### config.mk
export PLATFORM = sky130hd
export DESIGN_NAME = ecdsa_der_signature_parser_low_s
export DESIGN_NICKNAME = d
export VERILOG_FILES = /design/src/rtl/core/edsp_pkg.sv /design/src/rtl/core/ecdsa_der_signature_parser_low_s.sv /design/src/rtl/core/edsp_parser.sv /design/src/rtl/core/edsp_lows.sv /design/src/rtl/core/edsp_emit.sv
export VERILOG_INCLUDE_DIRS = /design/src /design/src/rtl/core
export SDC_FILE = /design/constraint.sdc
export NUM_CORES = 2
export LEC_CHECK = 0
export BUFFER_PORTS_ARGS = -buffer_cell sky130_fd_sc_hd__buf_2
export CAP_MARGIN = 5
export CORE_UTILIZATION = 55
export DETAILED_ROUTE_END_ITERATION = 8
export GPL_TIMING_DRIVEN = 0
export PLACE_DENSITY_LB_ADDON = 0.15
export SYNTH_ARGS = -nofsm -noshare
export SYNTH_HDL_FRONTEND = slang
export SYNTH_HIERARCHICAL = 1
export SYNTH_SLANG_ARGS = --single-unit
### constraint.sdc
create_clock -name clk -period 34.2 [get_ports clk]
set_clock_uncertainty 0.15 [all_clocks]
set_input_delay 1.71 -clock clk [delete_from_list [all_inputs] [get_ports clk]]
set_output_delay 1.71 -clock clk [all_outputs]
set_load 0.03 [all_outputs]
### src/rtl/core/assert_macros.svh
// Assertion macros used by the RTL top level to check its own logic.
`ifndef ASSERT_MACROS_SVH
`define ASSERT_MACROS_SVH

// Same-cycle implication, disabled while reset is asserted.
`define ASSERT_IMPL(label, clk, rst_n, ante, cons) \
	label: assert property (@(posedge clk) disable iff (!(rst_n)) (ante) |-> (cons)) \
		else $error("assertion failed: same-cycle implication");

// Next-cycle implication, disabled while reset is asserted.
`define ASSERT_NEXT(label, clk, rst_n, ante, cons) \
	label: assert property (@(posedge clk) disable iff (!(rst_n)) (ante) |=> (cons)) \
		else $error("assertion failed: next-cycle implication");

`endif

### src/rtl/core/edsp_pkg.sv
// Shared types and constants of the DER signature parser.
`timescale 1ns / 1ps

package edsp_pkg;

	localparam int unsigned VAL_W = 256;

	// secp256k1 group order and half of it (rounded down).
	localparam logic [VAL_W-1:0] ORDER_N =
		256'hFFFFFFFFFFFFFFFFFFFFFFFFFFFFFFFEBAAEDCE6AF48A03BBFD25E8CD0364141;
	localparam logic [VAL_W-1:0] HALF_N =
		256'h7FFFFFFFFFFFFFFFFFFFFFFFFFFFFFFF5D576E7357A4501DDFE92F46681B20A0;

	localparam logic [7:0] TAG_SEQ = 8'h30;
	localparam logic [7:0] TAG_INT = 8'h02;

	localparam logic [2:0] STAT_OK        = 3'd0;
	localparam logic [2:0] STAT_SHORT     = 3'd1;
	localparam logic [2:0] STAT_SEQ_TAG   = 3'd2;
	localparam logic [2:0] STAT_SEQ_OVER  = 3'd3;
	localparam logic [2:0] STAT_INT_TAG   = 3'd4;
	localparam logic [2:0] STAT_INT_OVER  = 3'd5;
	localparam logic [2:0] STAT_INT_LONG  = 3'd6;

	localparam logic [6:0] RES_PER_SIG = 7'd64;

	typedef struct packed {
		logic [2:0]       status;
		logic [VAL_W-1:0] r;
		logic [VAL_W-1:0] s;
	} frame_t;

	typedef struct packed {
		logic             flipped;
		logic [VAL_W-1:0] value;
	} lows_t;

endpackage

### src/rtl/core/ecdsa_der_signature_parser_low_s.sv
// Top level of the DER ECDSA signature parser with low-S normalization.
//
//  channel   direction  handshake              payload
//  in        input      in_valid / in_ready    sig_byte, sig_end
//  out       output     out_valid / out_ready  value_byte, status, s_flipped, final_res
//  cfg       input      cfg_valid / cfg_ready  low_s_enable
//
// The parser state advances on each accepted byte. The final byte is captured into a frame
// register; its load into the output shift register waits while the output is busy and runs
// the 256-bit low-S compare and subtract. A valid signature then leaves as 64 words, one per
// cycle while out_ready is high; an invalid one as one status word.
// While a frame waits for the output register, further bytes are taken, but a final byte waits.
// Reset clears all control state and sets low_s_enable to 1; there is no clearing pass.
`timescale 1ns / 1ps
`include "assert_macros.svh"

module ecdsa_der_signature_parser_low_s (
	input  logic       clk,
	input  logic       arst_n,
	input  logic       in_valid,
	output logic       in_ready,
	input  logic [7:0] sig_byte,
	input  logic       sig_end,
	output logic       out_valid,
	input  logic       out_ready,
	output logic [7:0] value_byte,
	output logic [2:0] status,
	output logic       s_flipped,
	output logic       final_res,
	input  logic       cfg_valid,
	output logic       cfg_ready,
	input  logic       low_s_enable
);
	import edsp_pkg::*;

	logic   low_s_en_q;
	logic   frame_valid_s1;
	frame_t frame_s1;
	logic   frame_take;

	assign cfg_ready = 1'b1;

	always_ff @(posedge clk or negedge arst_n) begin
		if (!arst_n) begin
			low_s_en_q <= 1'b1;
		end else if (cfg_valid && cfg_ready) begin
			low_s_en_q <= low_s_enable;
		end
	end

	edsp_parser u_parser (
		.clk            (clk),
		.arst_n         (arst_n),
		.in_valid       (in_valid),
		.in_ready       (in_ready),
		.sig_byte       (sig_byte),
		.sig_end        (sig_end),
		.frame_take     (frame_take),
		.frame_valid_s1 (frame_valid_s1),
		.frame_s1       (frame_s1)
	);

	edsp_emit u_emit (
		.clk            (clk),
		.arst_n         (arst_n),
		.low_s_en       (low_s_en_q),
		.frame_valid_s1 (frame_valid_s1),
		.frame_s1       (frame_s1),
		.frame_take     (frame_take),
		.out_valid      (out_valid),
		.out_ready      (out_ready),
		.value_byte     (value_byte),
		.status         (status),
		.s_flipped      (s_flipped),
		.final_res      (final_res)
	);

	// An error word is a single zero word that ends its run.
	`ASSERT_IMPL(a_err_word, clk, arst_n, out_valid && status != STAT_OK, value_byte == 8'h00 && final_res && !s_flipped)
	// Only a valid signature produces more than one word.
	`ASSERT_IMPL(a_multi_ok, clk, arst_n, out_valid && !final_res, status == STAT_OK)
	// With no frame waiting, the output goes empty after the last word of a run.
	`ASSERT_NEXT(a_drain, clk, arst_n, out_valid && out_ready && final_res && !frame_valid_s1, !out_valid)

endmodule

### src/rtl/core/edsp_parser.sv
// Byte-wise DER parser: tracks the SEQUENCE and INTEGER fields and captures a frame.
`timescale 1ns / 1ps

module edsp_parser (
	input  logic           clk,
	input  logic           arst_n,
	input  logic           in_valid,
	output logic           in_ready,
	input  logic [7:0]     sig_byte,
	input  logic           sig_end,
	input  logic           frame_take,
	output logic           frame_valid_s1,
	output edsp_pkg::frame_t frame_s1
);
	import edsp_pkg::*;

	localparam logic [2:0] PH_SEQ_TAG = 3'd0;
	localparam logic [2:0] PH_SEQ_LEN = 3'd1;
	localparam logic [2:0] PH_INT_TAG = 3'd2;
	localparam logic [2:0] PH_INT_LEN = 3'd3;
	localparam logic [2:0] PH_VALUE   = 3'd4;
	localparam logic [2:0] PH_DONE    = 3'd5;
	localparam logic [2:0] PH_HALT    = 3'd6;

	logic [2:0]       phase_q, phase_n;
	logic [8:0]       bytes_q, bytes_n;
	logic [7:0]       seq_len_q, seq_len_n;
	logic [7:0]       seq_left_q, seq_left_n;
	logic [5:0]       int_left_q, int_left_n;
	logic             which_q, which_n;
	logic [2:0]       err_q, err_n;
	logic [VAL_W-1:0] r_q, r_n;
	logic [VAL_W-1:0] s_q, s_n;
	logic [7:0]       left_dec;
	logic [2:0]       status_n;
	logic             accept;

	assign in_ready = !sig_end || !frame_valid_s1;
	assign accept = in_valid && in_ready;
	assign left_dec = seq_left_q - 8'd1;

	always_comb begin
		phase_n    = phase_q;
		seq_len_n  = seq_len_q;
		seq_left_n = seq_left_q;
		int_left_n = int_left_q;
		which_n    = which_q;
		err_n      = err_q;
		r_n        = r_q;
		s_n        = s_q;
		bytes_n    = (bytes_q == 9'd511) ? bytes_q : bytes_q + 9'd1;
		unique case (phase_q)
			PH_SEQ_TAG: begin
				if (sig_byte != TAG_SEQ) begin
					err_n   = STAT_SEQ_TAG;
					phase_n = PH_HALT;
				end else begin
					phase_n = PH_SEQ_LEN;
				end
			end
			PH_SEQ_LEN: begin
				seq_len_n  = sig_byte;
				seq_left_n = sig_byte;
				phase_n    = PH_INT_TAG;
			end
			PH_INT_TAG: begin
				if (seq_left_q != 8'd0) begin
					seq_left_n = left_dec;
					if (sig_byte != TAG_INT) begin
						err_n   = STAT_INT_TAG;
						phase_n = PH_HALT;
					end else begin
						phase_n = PH_INT_LEN;
					end
				end
			end
			PH_INT_LEN: begin
				if (seq_left_q != 8'd0) begin
					seq_left_n = left_dec;
					priority if (sig_byte > left_dec) begin
						err_n   = STAT_INT_OVER;
						phase_n = PH_HALT;
					end else if (sig_byte > 8'd33) begin
						err_n   = STAT_INT_LONG;
						phase_n = PH_HALT;
					end else if (sig_byte == 8'd0) begin
						which_n = 1'b1;
						phase_n = which_q ? PH_DONE : PH_INT_TAG;
					end else begin
						int_left_n = sig_byte[5:0];
						phase_n    = PH_VALUE;
					end
				end
			end
			PH_VALUE: begin
				priority if (seq_left_q == 8'd0 || int_left_q == 6'd0) begin
					err_n   = STAT_INT_TAG;
					phase_n = PH_HALT;
				end else if (int_left_q == 6'd33 && sig_byte != 8'd0) begin
					err_n   = STAT_INT_LONG;
					phase_n = PH_HALT;
				end else begin
					seq_left_n = left_dec;
					int_left_n = int_left_q - 6'd1;
					if (which_q) begin
						s_n = {s_q[VAL_W-9:0], sig_byte};
					end else begin
						r_n = {r_q[VAL_W-9:0], sig_byte};
					end
					if (int_left_q == 6'd1) begin
						which_n = 1'b1;
						phase_n = which_q ? PH_DONE : PH_INT_TAG;
					end
				end
			end
			default: begin
			end
		endcase
	end

	// Checks in priority order, all on the state after this byte.
	always_comb begin
		priority if (bytes_n < 9'd8) begin
			status_n = STAT_SHORT;
		end else if (err_n == STAT_SEQ_TAG) begin
			status_n = STAT_SEQ_TAG;
		end else if ({2'b00, seq_len_n} + 10'd2 > {1'b0, bytes_n}) begin
			status_n = STAT_SEQ_OVER;
		end else if (err_n != STAT_OK) begin
			status_n = err_n;
		end else if (phase_n != PH_DONE) begin
			status_n = STAT_INT_TAG;
		end else begin
			status_n = STAT_OK;
		end
	end

	always_ff @(posedge clk or negedge arst_n) begin
		if (!arst_n) begin
			phase_q        <= PH_SEQ_TAG;
			bytes_q        <= '0;
			seq_len_q      <= '0;
			seq_left_q     <= '0;
			int_left_q     <= '0;
			which_q        <= 1'b0;
			err_q          <= STAT_OK;
			r_q            <= '0;
			s_q            <= '0;
			frame_valid_s1 <= 1'b0;
		end else begin
			if (frame_take) begin
				frame_valid_s1 <= 1'b0;
			end
			if (accept) begin
				if (sig_end) begin
					frame_valid_s1 <= 1'b1;
					phase_q        <= PH_SEQ_TAG;
					bytes_q        <= '0;
					seq_len_q      <= '0;
					seq_left_q     <= '0;
					int_left_q     <= '0;
					which_q        <= 1'b0;
					err_q          <= STAT_OK;
					r_q            <= '0;
					s_q            <= '0;
				end else begin
					phase_q    <= phase_n;
					bytes_q    <= bytes_n;
					seq_len_q  <= seq_len_n;
					seq_left_q <= seq_left_n;
					int_left_q <= int_left_n;
					which_q    <= which_n;
					err_q      <= err_n;
					r_q        <= r_n;
					s_q        <= s_n;
				end
			end
		end
	end

	always_ff @(posedge clk) begin
		if (accept && sig_end) begin
			frame_s1.status <= status_n;
			frame_s1.r      <= r_n;
			frame_s1.s      <= s_n;
		end
	end

endmodule

### src/rtl/core/edsp_lows.sv
// Low-S normalization, if enabled: s above half the group order becomes |n - s|.
`timescale 1ns / 1ps

module edsp_lows (
	input  logic                     enable,
	input  logic [edsp_pkg::VAL_W-1:0] s,
	output edsp_pkg::lows_t          res
);
	import edsp_pkg::*;

	logic [VAL_W:0] half_minus_s;
	logic [VAL_W:0] n_minus_s;
	logic [VAL_W:0] s_minus_n;
	logic           above_half;
	logic           above_n;

	// A borrow out of the top bit means s is the larger operand.
	assign half_minus_s = {1'b0, HALF_N} - {1'b0, s};
	assign n_minus_s    = {1'b0, ORDER_N} - {1'b0, s};
	assign s_minus_n    = {1'b0, s} - {1'b0, ORDER_N};
	assign above_half   = half_minus_s[VAL_W];
	assign above_n      = n_minus_s[VAL_W];

	always_comb begin
		res.flipped = enable && above_half;
		if (!res.flipped) begin
			res.value = s;
		end else if (above_n) begin
			res.value = s_minus_n[VAL_W-1:0];
		end else begin
			res.value = n_minus_s[VAL_W-1:0];
		end
	end

endmodule

### src/rtl/core/edsp_emit.sv
// Result register: loads a frame and shifts out the compact signature or a status word.
`timescale 1ns / 1ps

module edsp_emit (
	input  logic             clk,
	input  logic             arst_n,
	input  logic             low_s_en,
	input  logic             frame_valid_s1,
	input  edsp_pkg::frame_t frame_s1,
	output logic             frame_take,
	output logic             out_valid,
	input  logic             out_ready,
	output logic [7:0]       value_byte,
	output logic [2:0]       status,
	output logic             s_flipped,
	output logic             final_res
);
	import edsp_pkg::*;

	lows_t              lows;
	logic [2*VAL_W-1:0] data_q;
	logic [6:0]         left_q;
	logic [2:0]         status_q;
	logic               flip_q;
	logic               out_acc;

	edsp_lows u_lows (
		.enable (low_s_en),
		.s      (frame_s1.s),
		.res    (lows)
	);

	assign out_valid  = (left_q != 7'd0);
	assign out_acc    = out_valid && out_ready;
	assign value_byte = data_q[2*VAL_W-1 -: 8];
	assign status     = status_q;
	assign s_flipped  = flip_q;
	assign final_res  = (left_q == 7'd1);

	// A new frame may load in the same cycle as the last word of the previous one leaves.
	assign frame_take = frame_valid_s1 && (!out_valid || (final_res && out_ready));

	always_ff @(posedge clk or negedge arst_n) begin
		if (!arst_n) begin
			left_q <= '0;
		end else if (frame_take) begin
			left_q <= (frame_s1.status == STAT_OK) ? RES_PER_SIG : 7'd1;
		end else if (out_acc) begin
			left_q <= left_q - 7'd1;
		end
	end

	always_ff @(posedge clk) begin
		if (frame_take) begin
			if (frame_s1.status == STAT_OK) begin
				data_q   <= {frame_s1.r, lows.value};
				flip_q   <= lows.flipped;
			end else begin
				data_q   <= '0;
				flip_q   <= 1'b0;
			end
			status_q <= frame_s1.status;
		end else if (out_acc) begin
			data_q <= {data_q[2*VAL_W-9:0], 8'h00};
		end
	end

endmodule

Word level (Yosys, flattened, before mapping)

Cells that the tools add are included.

Register bits: 1,590
Input port bits: 15
Output and inout bits: 16
Word-level logic and storage cells: 156

$add $sub $neg: 8
Order comparisons: 4
Eq/ne operators: 21
Muxes and demuxes: 74
Reduce and logical (&&, ||, !) cells: 30

Operator list:

| kind                        | count |
|---|---|
| $mux W256                   | 12 |
| $mux W512                   | 3 |
| $sub A255 B256 Y257 const A | 1 |
| $sub A256 B256 Y257 const A | 1 |
| $sub A256 B256 Y256 const B | 1 |
| $mux W3                     | 23 |
| $mux W8                     | 6 |
| $mux W6                     | 7 |
| $pmux W8 S3                 | 1 |
| $mux W7                     | 3 |
| $mux W9                     | 2 |
| $ne A3 B3 Y1 const B        | 6 |
| $logic_not A8 Y1            | 2 |
| $reduce_bool A8 Y1          | 2 |
| $pmux W3 S5                 | 1 |
| $pmux W3 S4                 | 1 |
| $pmux W6 S2                 | 1 |
| $mux W1                     | 11 |
| $gt A10 B9 Y1               | 1 |
| $add A8 B2 Y9 const B       | 1 |
| $add A9 B1 Y9 const B       | 1 |
| $eq A3 B2 Y1 const B        | 3 |
| $eq A9 B9 Y1 const B        | 1 |
| $lt A9 B4 Y1 const B        | 1 |
| 30 further kinds            | 45 |

Depth between registers and ports, before layout

Word-level depth: 11
Gate-level depth with buffers: 16
Mapped depth without buffers: 14

Modules after synthesis

Netlist, hierarchy kept.

By module, submodules not included:

| module                           | times used | cells each | area an instance (um^2) | sequential area each (um^2) |
|---|---|---|---|---|
| edsp_parser                      | 1          | 2,638      | 43,639.4                | 29,253.1 |
| edsp_emit                        | 1          | 1,202      | 21,496.9                | 15,670.0 |
| edsp_lows                        | 1          | 2,961      | 17,439.2                | 0.0 |
| ecdsa_der_signature_parser_low_s | 1          | 4          | 52.6                    | 26.3 |

Worst setup path before layout

OpenSTA, ideal clock, no wires.

Path type: input to register
From: input sig_end
To: register, netlist name u_parser/frame_s1[0]
Setup time: 1.411 ns
Data arrival time: 23.955 ns
Required time: 32.639 ns
Slack: 8.684 ns
Stages: 5
Path buffers: 2
Cells stage by stage: clkbuf_1 -> nand2_1 -> nand2_1 -> clkbuf_1 -> nor2_1

Cells in the longest elaborated chain, start to end: 4

RTL lines:

| element             | line                                   | text |
|---|---|---|
| from (decl)         | ecdsa_der_signature_parser_low_s.sv:23 | `input logic sig_end,` |
| $logic_not A1 Y1    | edsp_parser.sv:38                      | `assign in_ready = !sig_end \|\| !frame_valid_s1;` |
| $logic_or A1 B1 Y1  | edsp_parser.sv:38                      |  |
| net in_ready        | ecdsa_der_signature_parser_low_s.sv:21 | `output logic in_ready,` |
| $logic_and A1 B1 Y1 | edsp_parser.sv:39                      | `assign accept = in_valid && in_ready;` |
| $logic_and A1 B1 Y1 | edsp_parser.sv:182                     | `if (accept && sig_end) begin` |

The timed path passes the listed nets, and every way through them passes these cells.
A chain may end at the register's enable or synchronous reset.

==> run summary <==
Outcome
* complete, but fails checks — run status
* max-capacitance violations, max-slew violations — violated checks

Floorplanning
* 141 — placement row count
* 148,000 sq um — Core ar.
* 390 um — floorplan die width
* 55.7% — initial standard-cell utilization of the core
* 390 um — vertical extent of the die
* 31 — number of placed I/O pins
* 152,000 sq um — die area

Global routing
* 111 — maximum number of pins on one net before global-route repair
* 38.5% — All-Layer GR Usage
* 12 — number of antenna violations at the first check in global routing
* 61,300 — vias in the first global route
* 430,000 um — first-pass GRT wire length
* 0 — grt ovf

STA
* 1.61 ns — Worst Max-Slew Pin Slew
* 28 — total count of max-transition violations in the final report
* 144 MHz — maximum frequency from static timing analysis
* 0 — number of failing setup endpoints in the final timing report
* 6.94 ns — Tmin final
* no — RSZ-0062 raised after global routing
* 0.306 ns — worst hold margin
* -8.04% — Max-slew headroom
* 0 — number of hold violations in the final report
* 20.3% — final worst-path cycle share
* 0 ns — Total Negative Setup Slacks

CTS
* 0.06 ns — clock transition time at the flip-flop clock pins of the worst setup and hold paths
* 3 — number of buffers on the longest clock path
* sky130_fd_sc_hd__clkbuf_16 — master cell of the clock root buffer
* 0 — Setup Fix Bufs, Post-CTS
* 160 — number of buffers inserted during clock tree synthesis
* 0 — number of cells upsized or downsized after cts
* 0.84 ns — clock latency at the later pin of the worst-skew pair
* 0 — number of buffers inserted for hold repair after clock tree synthesis
* yes — CTS tree
* 1,590 — Clock Sink Count
* 4 — CTS H-Tree Depth

Setup path
* register — CP startpoint kind
* clkbuf_1 > nand4bb_1 > nor3_1 > nand3_1 > nor3_1 > o21ai_0 > a311oi_1 > nor4b_1 > a41o_1 > a21oi_1 > xor2_1 > a22o_1 — sequence of cells on the critical path
* sky130_fd_sc_hd__nor3_1 — Critical Path Most Common Cell
* 10 — maximum fanout count along the critical path
* 34.58 ns — critical path data required time
* sky130_fd_sc_hd__nor3_1 — highest-delay cell along the critical path
* 7.31 ns — Critical Path AT
* simple AND/OR/NAND/NOR gates — Top Family by Delay on Critical Path
* reg2reg — startpoint-to-endpoint class of the critical path
* register — Worst setup EP type
* 1.35 ns — CP max stage delay
* 1 — crit path buf inv count

Power and ir drop
* 0.0492 mV — largest vdd supply drop
* 5.81 mW — total chip power
* 63.5 nW/um^2 — power density of the placed cells
* 34.7 nW — leakage power of the design

Yosys
* sky130_fd_sc_hd__edfxtp_1 — area leader, netlist
* 114 — Yosys cell types
* 54.4% — sequential fraction of the synthesis area
* 1,031 x sky130_fd_sc_hd__edfxtp_1, 1,025 x sky130_fd_sc_hd__a22o_1, 558 x sky130_fd_sc_hd__dfrtp_1, 382 x sky130_fd_sc_hd__nand2_1, 362 x sky130_fd_sc_hd__clkbuf_1 — most common library cells after synthesis
* sky130_fd_sc_hd__edfxtp_1 — top_reg_cell synth
* 6,805 — number of instances in the synthesized netlist
* 12.1 sq um — average footprint of a synthesized cell
* 82,600 sq um — combined area of all synthesized cells
* 37.5% — share of Yosys cell area claimed by the top area cell type
* 1,590 — flop and latch count out of synthesis
* 6 — Synthesis Warnings
* 6,848 — Post-Syn Nets
* 1,031 — count of flip-flops with a built-in enable after synthesis
* sky130_fd_sc_hd__edfxtp_1 — leading cell type by number of instances after synthesis
* sky130_fd_sc_hd__edfxtp_1 37%, sky130_fd_sc_hd__dfrtp_1 17%, sky130_fd_sc_hd__a22o_1 11% — largest cells by area after synthesis
* 35.2% — Post-synth ARST share

Job
* 3 — max-cap violations

Drt
* 0 — remaining antenna violation count after routing
* 8,883 — Starting DRT DRC Count
* 32.4 um — detail-routed net length per standard cell
* 9 — Detailed Routing Iterations Pass 1
* 6.98 — ratio of routed vias to standard cells
* 64,100 — total vias in the final route
* 298,000 um — routed wire length
* 0 — number of DRC violations after detailed routing

Placement
* 220,000 um — estimated wirelength of the detail-placed design
* 1.08 — RD Place Congestion
* 27 — number of port buffers

Final layout
* 7,074 — Post-layout nets
* 10.8% — area grow syn2layout
* 15.4% — proportion of layout cells with a drive suffix above 1
* 61.7% — end-of-flow core utilization

Hold path
* reg2reg — hold crit path type

## cells by family after synthesis
family                     share of synthesized area (%)
buffers and inverters                               4.02
muxes                                               8.32
xor gates and xnor gates                            2.83
adders and majority gates                          0.424
other                                            0.00454
DFF                                                 54.4
AOI/OAI and AO/OA                                   18.9
and+or+nand+nor                                     11.1
## flip-flops by register name, indices dropped and copies added, names as in the netlist
name and count:
u_parser/err_q 3, u_parser/bytes_q 9, u_parser/s_q 256, u_emit/s_flipped 1
u_parser/int_left_q 6, u_parser/r_q 256, u_emit/left_q 7, u_parser/seq_len_q 8
u_parser/which_q 1, u_emit/data_q 512, u_parser/phase_q 3, u_emit/status 3
u_parser/frame_valid_s1 1, u_parser/frame_s1 515, low_s_en_q 1, u_parser/seq_left_q 8
## worst paths after layout
check | startpoint | to | slack, ns | cells after the start
max | u_parser/frame_s1[78]$_DFFE_PP_ | u_emit/data_q[210]$_DFFE_PP_ | 27.26 | 12
min | u_parser/frame_s1[514]$_SDFFCE_PP0P_ | u_emit/status[2]$_DFFE_PP_ | 0.31 | 0
max reg2reg | u_parser/frame_s1[78]$_DFFE_PP_ | u_emit/data_q[210]$_DFFE_PP_ | 27.26 | 12
min reg2reg | u_parser/frame_s1[514]$_SDFFCE_PP0P_ | u_emit/status[2]$_DFFE_PP_ | 0.31 | 0
max in group asynchronous | arst_n | u_parser/r_q[210]$_DFFE_PN0P_ | 31.67 | 3
min in group asynchronous | arst_n | u_parser/s_q[172]$_DFFE_PN0P_ | 0.61 | 1
## cell usage in the layout, fill, tap and decap left out, types with 42 or more instances in the layout
| master | count |
|---|---|
| sky130_fd_sc_hd__edfxtp_1 | 1031 |
| sky130_fd_sc_hd__a22o_1 | 1025 |
| sky130_fd_sc_hd__dfrtp_1 | 558 |
| sky130_fd_sc_hd__clkbuf_1 | 413 |
| sky130_fd_sc_hd__nand2_1 | 382 |
| sky130_fd_sc_hd__nor2_1 | 331 |
| sky130_fd_sc_hd__mux2_2 | 273 |
| sky130_fd_sc_hd__a21oi_1 | 243 |
| sky130_fd_sc_hd__mux2_4 | 241 |
| sky130_fd_sc_hd__o21ai_0 | 231 |
| sky130_fd_sc_hd__nand3_1 | 199 |
| sky130_fd_sc_hd__clkbuf_16 | 164 |
| sky130_fd_sc_hd__nor3_1 | 155 |
| sky130_fd_sc_hd__xnor2_1 | 145 |
| sky130_fd_sc_hd__xor2_1 | 122 |
| sky130_fd_sc_hd__nand4_1 | 104 |
| sky130_fd_sc_hd__and3_1 | 87 |
| sky130_fd_sc_hd__buf_2 | 86 |
| sky130_fd_sc_hd__nor4_1 | 73 |
| sky130_fd_sc_hd__a31oi_1 | 69 |
| sky130_fd_sc_hd__inv_1 | 62 |
| sky130_fd_sc_hd__o211ai_1 | 58 |
| sky130_fd_sc_hd__o31ai_1 | 49 |
| sky130_fd_sc_hd__buf_4 | 42 |
| sky130_fd_sc_hd__and2_1 | 42 |
| sky130_fd_sc_hd__a211oi_1 | 42 |
## worst register-to-register path, cell delays in order (launching register included)
cell                        delay [ns]
sky130_fd_sc_hd__edfxtp_1         0.38
sky130_fd_sc_hd__clkbuf_1         0.27
sky130_fd_sc_hd__nand4bb_1        0.54
sky130_fd_sc_hd__nor3_1           1.35
sky130_fd_sc_hd__nand3_1          0.49
sky130_fd_sc_hd__nor3_1           0.61
sky130_fd_sc_hd__o21ai_0          0.37
sky130_fd_sc_hd__a311oi_1         1.13
sky130_fd_sc_hd__nor4b_1          0.41
sky130_fd_sc_hd__a41o_1           0.35
sky130_fd_sc_hd__a21oi_1          0.25
sky130_fd_sc_hd__xor2_1           0.11
sky130_fd_sc_hd__a22o_1           0.23
## stage by stage
| stage | setup slack, ns | area (sq um) | cells |
|---|---|---|---|
| after global placement | -4.57 | 85300 | 8834 |
| after floorplan | 8.68 | 82600 | 6805 |
| after detailed placement | 27.67 | 86000 | 8869 |
| after CTS | 27.59 | 91500 | 9170 |
| final | 27.26 | 91500 | 9174 |
| after global routing | 27.52 | 91500 | 9172 |
## final cells by class
class / instances / area (sq um)
fillers: 11500 / 56800
flip-flops and latches: 1590 / 44900
multi-input cells: 4602 / 34400
clock buffers: 241 / 4640
plain buffers: 547 / 3070
well taps: 2002 / 2500
repair buffers: 64 / 851
clock inverters: 60 / 848
inverters: 66 / 260
diodes: 2 / 5.00
## power by group
group / switching, mW / internal [mW] / leakage, nW / total [mW]
logic: 0.810 / 0.546 / 14.3 / 1.36
registers: 0.161 / 2.50 / 17.8 / 2.66
clock network: 0.782 / 1.01 / 2.64 / 1.79
## routing by layer
layer	global-route usage (%)	part of all wire [%]
met1	55.7	42
met2	57.5	44
met3	7.86	9.6
met4	14.1	4.1
met5	0	0.030
No activity file was read; power rests on OpenSTA's default activity.
